[config.mk]
export PLATFORM = sky130hd
export DESIGN_NAME = round_robin_task_table
export DESIGN_NICKNAME = d
export VERILOG_FILES = /design/src/rrtt_pkg.sv /design/src/round_robin_task_table.sv
export SDC_FILE = /design/constraint.sdc
export NUM_CORES = 1
export LEC_CHECK = 0
export BUFFER_PORTS_ARGS = -buffer_cell sky130_fd_sc_hd__buf_2
export CAP_MARGIN = 20
export CORE_MARGIN = 10
export CORE_UTILIZATION = 40
export CTS_CLUSTER_SIZE = 10
export DETAILED_ROUTE_END_ITERATION = 7
export HOLD_SLACK_MARGIN = 0.12
export PLACE_DENSITY_LB_ADDON = 0.2
export SLEW_MARGIN = 20
export SYNTH_ARGS = -nofsm -noshare
export SYNTH_HDL_FRONTEND = slang
export SYNTH_SLANG_ARGS = --single-unit
[constraint.sdc]
create_clock -name clk -period 8.45 [get_ports clk]
set_input_delay 0.4225 -clock clk [delete_from_list [all_inputs] [get_ports clk]]
set_output_delay 0.4225 -clock clk [all_outputs]
set_load 0.05 [all_outputs]
[src/rrtt_pkg.sv]
`timescale 1ns / 1ps

package rrtt_pkg;

    localparam int NUM_TASKS = 16;
    localparam int IDX_W     = (NUM_TASKS > 1) ? $clog2(NUM_TASKS) : 1;

    localparam logic [IDX_W-1:0] LAST_IDX = IDX_W'(NUM_TASKS - 1);

    localparam logic [1:0] CMD_CREATE = 2'd0;
    localparam logic [1:0] CMD_TICK   = 2'd1;
    localparam logic [1:0] CMD_QUERY  = 2'd2;

    localparam logic [1:0] ST_UNUSED  = 2'd0;
    localparam logic [1:0] ST_READY   = 2'd1;
    localparam logic [1:0] ST_PAUSED  = 2'd2;
    localparam logic [1:0] ST_RUNNING = 2'd3;

    typedef enum logic [4:0] {
        S_IDLE   = 5'b00001,
        S_SCAN_C = 5'b00010,
        S_SCAN_T = 5'b00100,
        S_READ   = 5'b01000,
        S_FETCH  = 5'b10000
    } fsm_t;

endpackage

[src/round_robin_task_table.sv]
`timescale 1ns / 1ps

// Round-robin task table.
// Command channel: an item (command, stack_size, entry_address, task_index)
// is taken on a clock edge with start high and busy low.
// Result channel: done is high for exactly one cycle with slot_id, ok,
// slot_state, slot_stack_size and slot_entry; the receiver cannot stall it.
// One slot pointer walks the state table one slot a cycle; slot data sits
// in a single-port table with a registered read.
// Steps to done: a create scans from slot 0 for the first unused slot,
// marks it ready, writes its data and reads it back, or fails at the last
// slot on a full table. A tick pauses the current slot, scans on from the
// next slot, wrapping, to a ready or paused one, marks it running and reads
// it back. A query reads its slot; a bad index or command fails from idle.
// One item at a time: busy stays high until the result cycle, and a new
// item may be taken in the cycle that done is high.
// Reset clears all slots to unused, the current task to slot 0 and the
// written flags, so never-written slot data reads as zero.
module round_robin_task_table (
    input  logic        clk,
    input  logic        rst_n,
    input  logic        start,
    output logic        busy,
    input  logic [1:0]  command,
    input  logic [31:0] stack_size,
    input  logic [31:0] entry_address,
    input  logic [3:0]  task_index,
    output logic        done,
    output logic [3:0]  slot_id,
    output logic        ok,
    output logic [1:0]  slot_state,
    output logic [31:0] slot_stack_size,
    output logic [31:0] slot_entry
);

    rrtt_pkg::fsm_t fsm_reg, fsm_next;

    logic [1:0]                 tstate_reg [rrtt_pkg::NUM_TASKS];
    logic [1:0]                 tstate_next [rrtt_pkg::NUM_TASKS];
    logic [rrtt_pkg::NUM_TASKS-1:0] wr_valid_reg, wr_valid_next;
    logic [rrtt_pkg::IDX_W-1:0] cur_reg, cur_next;
    logic [rrtt_pkg::IDX_W-1:0] ptr_reg, ptr_next;
    logic [rrtt_pkg::IDX_W-1:0] ptr_inc;
    logic [31:0]                stk_reg, stk_next;
    logic [31:0]                ent_reg, ent_next;
    logic                       ok_int_reg, ok_int_next;

    logic [63:0]                mem_reg [rrtt_pkg::NUM_TASKS];
    logic [63:0]                rd_data_reg;
    logic                       mem_we;

    logic                       done_reg, done_next;
    logic [3:0]                 slot_id_reg, slot_id_next;
    logic                       ok_reg, ok_next;
    logic [1:0]                 slot_state_reg, slot_state_next;
    logic [31:0]                stack_out_reg, stack_out_next;
    logic [31:0]                entry_out_reg, entry_out_next;

    logic [1:0]                 ptr_state;

    assign ptr_state = tstate_reg[ptr_reg];
    assign ptr_inc   = (ptr_reg == rrtt_pkg::LAST_IDX) ? '0 : ptr_reg + 1'b1;

    always_comb
    begin
        fsm_next        = fsm_reg;
        tstate_next     = tstate_reg;
        wr_valid_next   = wr_valid_reg;
        cur_next        = cur_reg;
        ptr_next        = ptr_reg;
        stk_next        = stk_reg;
        ent_next        = ent_reg;
        ok_int_next     = ok_int_reg;
        mem_we          = 1'b0;
        done_next       = 1'b0;
        slot_id_next    = slot_id_reg;
        ok_next         = ok_reg;
        slot_state_next = slot_state_reg;
        stack_out_next  = stack_out_reg;
        entry_out_next  = entry_out_reg;

        case (fsm_reg)
            rrtt_pkg::S_IDLE:
            begin
                if (start)
                begin
                    stk_next = stack_size;
                    ent_next = entry_address;
                    case (command)
                        rrtt_pkg::CMD_CREATE:
                        begin
                            ptr_next = '0;
                            fsm_next = rrtt_pkg::S_SCAN_C;
                        end
                        rrtt_pkg::CMD_TICK:
                        begin
                            tstate_next[cur_reg] = rrtt_pkg::ST_PAUSED;
                            ptr_next = (cur_reg == rrtt_pkg::LAST_IDX) ? '0 : cur_reg + 1'b1;
                            fsm_next = rrtt_pkg::S_SCAN_T;
                        end
                        rrtt_pkg::CMD_QUERY:
                        begin
                            if (32'(task_index) < 32'(rrtt_pkg::NUM_TASKS))
                            begin
                                ptr_next    = rrtt_pkg::IDX_W'(task_index);
                                ok_int_next = 1'b1;
                                fsm_next    = rrtt_pkg::S_READ;
                            end
                            else
                            begin
                                done_next       = 1'b1;
                                slot_id_next    = task_index;
                                ok_next         = 1'b0;
                                slot_state_next = rrtt_pkg::ST_UNUSED;
                                stack_out_next  = '0;
                                entry_out_next  = '0;
                            end
                        end
                        default:
                        begin
                            done_next       = 1'b1;
                            slot_id_next    = '0;
                            ok_next         = 1'b0;
                            slot_state_next = rrtt_pkg::ST_UNUSED;
                            stack_out_next  = '0;
                            entry_out_next  = '0;
                        end
                    endcase
                end
            end
            rrtt_pkg::S_SCAN_C:
            begin
                if (ptr_state == rrtt_pkg::ST_UNUSED)
                begin
                    tstate_next[ptr_reg]   = rrtt_pkg::ST_READY;
                    wr_valid_next[ptr_reg] = 1'b1;
                    mem_we                 = 1'b1;
                    ok_int_next            = 1'b1;
                    fsm_next               = rrtt_pkg::S_READ;
                end
                else if (ptr_reg == rrtt_pkg::LAST_IDX)
                begin
                    // table full
                    done_next       = 1'b1;
                    slot_id_next    = '0;
                    ok_next         = 1'b0;
                    slot_state_next = rrtt_pkg::ST_UNUSED;
                    stack_out_next  = '0;
                    entry_out_next  = '0;
                    fsm_next        = rrtt_pkg::S_IDLE;
                end
                else
                begin
                    ptr_next = ptr_inc;
                end
            end
            rrtt_pkg::S_SCAN_T:
            begin
                if (ptr_state == rrtt_pkg::ST_READY || ptr_state == rrtt_pkg::ST_PAUSED)
                begin
                    tstate_next[ptr_reg] = rrtt_pkg::ST_RUNNING;
                    cur_next             = ptr_reg;
                    ok_int_next          = 1'b1;
                    fsm_next             = rrtt_pkg::S_READ;
                end
                else
                begin
                    ptr_next = ptr_inc;
                end
            end
            rrtt_pkg::S_READ:
            begin
                fsm_next = rrtt_pkg::S_FETCH;
            end
            rrtt_pkg::S_FETCH:
            begin
                done_next       = 1'b1;
                slot_id_next    = 4'(ptr_reg);
                ok_next         = ok_int_reg;
                slot_state_next = ptr_state;
                stack_out_next  = wr_valid_reg[ptr_reg] ? rd_data_reg[63:32] : '0;
                entry_out_next  = wr_valid_reg[ptr_reg] ? rd_data_reg[31:0] : '0;
                fsm_next        = rrtt_pkg::S_IDLE;
            end
            default:
            begin
                fsm_next = rrtt_pkg::S_IDLE;
            end
        endcase
    end

    always_ff @(posedge clk or negedge rst_n)
    begin
        if (!rst_n)
        begin
            fsm_reg      <= rrtt_pkg::S_IDLE;
            wr_valid_reg <= '0;
            cur_reg      <= '0;
            ptr_reg      <= '0;
            done_reg     <= 1'b0;
            for (int i = 0; i < rrtt_pkg::NUM_TASKS; i++)
            begin
                tstate_reg[i] <= rrtt_pkg::ST_UNUSED;
            end
        end
        else
        begin
            fsm_reg      <= fsm_next;
            wr_valid_reg <= wr_valid_next;
            cur_reg      <= cur_next;
            ptr_reg      <= ptr_next;
            done_reg     <= done_next;
            tstate_reg   <= tstate_next;
        end
    end

    always_ff @(posedge clk)
    begin
        stk_reg        <= stk_next;
        ent_reg        <= ent_next;
        ok_int_reg     <= ok_int_next;
        slot_id_reg    <= slot_id_next;
        ok_reg         <= ok_next;
        slot_state_reg <= slot_state_next;
        stack_out_reg  <= stack_out_next;
        entry_out_reg  <= entry_out_next;
    end

    // slot data table: one write, one registered read at the pointer
    always_ff @(posedge clk)
    begin
        if (mem_we)
        begin
            mem_reg[ptr_reg] <= {stk_reg, ent_reg};
        end
        rd_data_reg <= mem_reg[ptr_reg];
    end

    assign busy            = (fsm_reg != rrtt_pkg::S_IDLE);
    assign done            = done_reg;
    assign slot_id         = slot_id_reg;
    assign ok              = ok_reg;
    assign slot_state      = slot_state_reg;
    assign slot_stack_size = stack_out_reg;
    assign slot_entry      = entry_out_reg;

endmodule

==> metrics.md <==
| Metric | Value |
|---|---|
| Most repeated cell in the gate-level netlist after synthesis | `edfxtp_1` |
| Vias per Instance | `5.48` |
| Fraction of power spent switching nets | `27.2%` |
| Top fanout value on the critical path | `41` |
| Max H-tree Level | `4` |
| Via count of the first global-routing pass | `23250` |
| Internal | `12400 uW` |
| CTS-repair resized insts | `0` |
| Period minus WS final | `4820 ps` |
| Starting Density | `40.2%` |
| Reported leakage power | `0.0174 uW` |
| Core Footprint | `0.118 mm^2` |
| Hold WC Path Type | `in -> reg` |
| Share of the synthesized area in the top cell type | `73.2%` |
| Fill cell count | `9623` |
| Largest cells by area after synthesis | `edfxtp_1 73%, mux4_2 16%, dfrtp_1 3.2%` |
| # DRC | `0` |
| Die span in y | `365 um` |
| Status | `finished clean` |
| Pwr Density | `308 mW/mm^2` |
| Post-DP HPWL | `64300 um` |
| Cell type with the highest aggregate area in the netlist | `edfxtp_1` |
| Met3 track utilization from global routing | `4.27%` |
| CP arrival | `5170 ps` |
| Place WS | `3300 ps` |
| Share of async-settable or async-resettable flops after synthesis | `4.82%` |
| Most crowded layer after global routing | `met2` |
| Antenna violations before repair | `9` |
| Detailed Routing Iterations Pass 1 | `5` |
| Top cell family by delay on the critical path | `buffers and inverters` |
| Relative slew slack | `23.2%` |
| Post-synthesis sequential area ratio | `79.2%` |
| Final design utilization | `46.9%` |
| Buf/Inv on CP | `4` |
| Skew final | `28.9 ps` |
| Placed cell count | `3638` |
| GRT Util Overall | `16.9%` |
| Average wire per standard cell | `28.0 um` |
| Slack of the worst reg-to-reg path | `3630 ps` |
| Net count, final | `2409` |
| Setup TNS | `0 ps` |
| Category of the critical setup timing path | `reg -> reg` |
| Fraction of power consumed by the clock network | `34.5%` |
| Largest net degree at the start of global routing | `162` |
| Worst-path cell with the longest stage delay | `nor2_4` |
| Post-synth net total | `2107` |
| Critical Path Sink Type | `register` |
| Max-slew violation count | `0` |
| Crit path largest cell delay | `830 ps` |
| TritonCTS clock tree | `yes` |
| Average cell area after synthesis | `23.5 um^2` |
| Source-to-sink clock delay at the later pin of the worst-skew pair | `750 ps` |
| Critical-path cell list | `buf_16, mux4_2, mux4_2, inv_1, ha_1, nand2_2, buf_4, nor2_4, buf_4` |
| Yosys cell types | `56` |
| Total of max-cap violations | `0` |
| Floorplan row count | `126` |
| Synth-to-layout area growth | `16.6%` |
| Share of post-route cells with drive strength above 1 | `29.4%` |
| Count of clock tree sinks | `1285` |
| Maximum resistive drop on vdd | `0.306 mV` |
| Area used by multi-input combinational logic | `0.00955 mm^2` |
| PnR worst setup slack | `3630 ps` |
| Clock transition at the registers of the reported paths | `50 ps` |
| Die span in x | `365 um` |
| Wire length of the first global-routing pass | `164000 um` |
| Instance count of the mapped netlist | `2020` |
| Count of placed standard cells in the final layout, fillers left out | `3981` |
| Via count | `21830` |
| Final hold violation count | `0` |
| Post-synthesis sequential element count | `1285` |
| Post-CTS setup buffer count | `0` |
| Share of total power in sequential cells | `48.1%` |
| Antenna-violating nets left | `0` |
| Warnings from Yosys | `0` |
| Setup repair after global routing missed its margin | `no` |
| Met2 Resource Use GR | `26.3%` |
| Total power draw | `17100 uW` |
| EDFF count, synth | `1159` |
| Net Sw Power | `4640 uW` |
| Most frequent cells after synthesis | `1159 x edfxtp_1, 334 x mux4_2, 68 x and2_1, 64 x dfxtp_1, 61 x dfrtp_1` |
| DIE AREA | `0.133 mm^2` |
| Hold buffer count at cts | `68` |
| CTS root buf | `clkbuf_16` |
| Number of flip-flops under the largest register name | `1024` |
| Post-synth design cell area | `0.0475 mm^2` |
| Area occupied by registers | `0.0377 mm^2` |
| Overflow left after global routing | `0` |
| Wire length reported by the detailed router | `112000 um` |
| Predominant post-synthesis flop cell | `edfxtp_1` |
| Buffer levels on the longest clock path | `3` |
| Combinational share of power | `17.3%` |
| Final GP Congestion | `0.804` |
| Fraction of the cycle the final worst path needs | `57.0%` |
| Maximum achievable frequency | `207 MHz` |
| Io pins | `146` |
| Least-Margin Pin Slew | `1150 ps` |
| Req. time, crit path | `8800 ps` |
| Count of buffers from port buffering | `145` |
| Final setup violation count | `0` |
| Total clock buffers created by CTS | `149` |
| Initial drt markers | `2293` |
| GR Layer Usage met1 | `23.9%` |
| Kind of start point of the critical path | `register` |
-- worst min-delay path, delay by kind of cell --
family	cells	cell delay, ps
AOI/OAI and AO/OA	3	380
buffers and inverters	1	90
-- power groups by stage --
stage / registers, uW / clock network, uW / logic (uW)
6_report: 8210 / 5890 / 2960
2_1_floorplan: 8010 / 0 / 2120
3_5_place_dp: 8380 / 0 / 2930
3_3_place_gp: 8350 / 0 / 2940
5_1_grt: 8270 / 6310 / 3150
4_1_cts: 8260 / 6030 / 2970
-- cell usage in the layout (no fill, tap or decap), drive strengths merged, types with 3 or more instances in the layout --
master	synthesis	routed
xor2	3	3
o2bb2ai	14	14
nand3	12	12
ha	14	14
a22o	3	3
o211ai	12	12
dfrtp	61	61
nor2b	4	4
clkinv	0	9
inv	12	19
o21ai	26	26
mux2	4	4
buf	39	180
mux4	334	334
o31ai	3	3
nor3	4	4
edfxtp	1159	1159
a21oi	8	8
and2	68	68
o21bai	16	16
dlygate4sd3	0	68
and3	3	3
nor2	30	30
nand2	39	39
dfxtp	64	64
clkbuf	58	256
-- cell type report --
| class | count | area share, % |
|---|---|---|
| diodes | 1 | 0.00452 |
| clock buffers | 256 | 7.64 |
| clock inverters | 17 | 0.431 |
| inverters | 12 | 0.0813 |
| multi-input cells | 626 | 17.2 |
| flip-flops and latches | 1285 | 68.0 |
| well taps | 1536 | 3.47 |
| repair buffers | 248 | 3.16 |
-- per-stage QoR --
stage | area (um^2) | hold slack [ps]
finish | 55400 | 196
detailed placement | 50200 | 461
floorplan | 47500 | 127
global route | 55400 | 184
CTS | 55400 | 141
global placement | 50200 | 454
-- metal layers --
layer	share of wire [%]	vias up
met5	0	-
met4	1.6	0
met3	6.8	133
met2	48	681
met1	44	11899
li1	-	9117
-- final timing paths --
kind / from / depth (start not counted) / to
worst max-delay path: ptr_reg[0] / 9 / mem_reg[8][20]
worst min-delay path: task_index[0] / 4 / ptr_reg[0]
worst max register to register: ptr_reg[0] / 9 / mem_reg[8][20]
worst min register to register: wr_valid_reg[0] / 1 / wr_valid_reg[0]
max in group asynchronous: rst_n / 3 / ptr_reg[2]
min in group asynchronous: rst_n / 3 / done
-- cell families after synthesis --
kind of cell,Yosys count,synth area share [%]
DFF,1285,79.2
adders and majority gates,14,0.369
AOI/OAI and AO/OA,98,1.49
buffers and inverters,109,0.979
muxes,339,15.9
and+or+nand+nor,172,1.96
xor gates and xnor gates,3,0.0553
No activity file was read; power rests on OpenSTA's default activity.
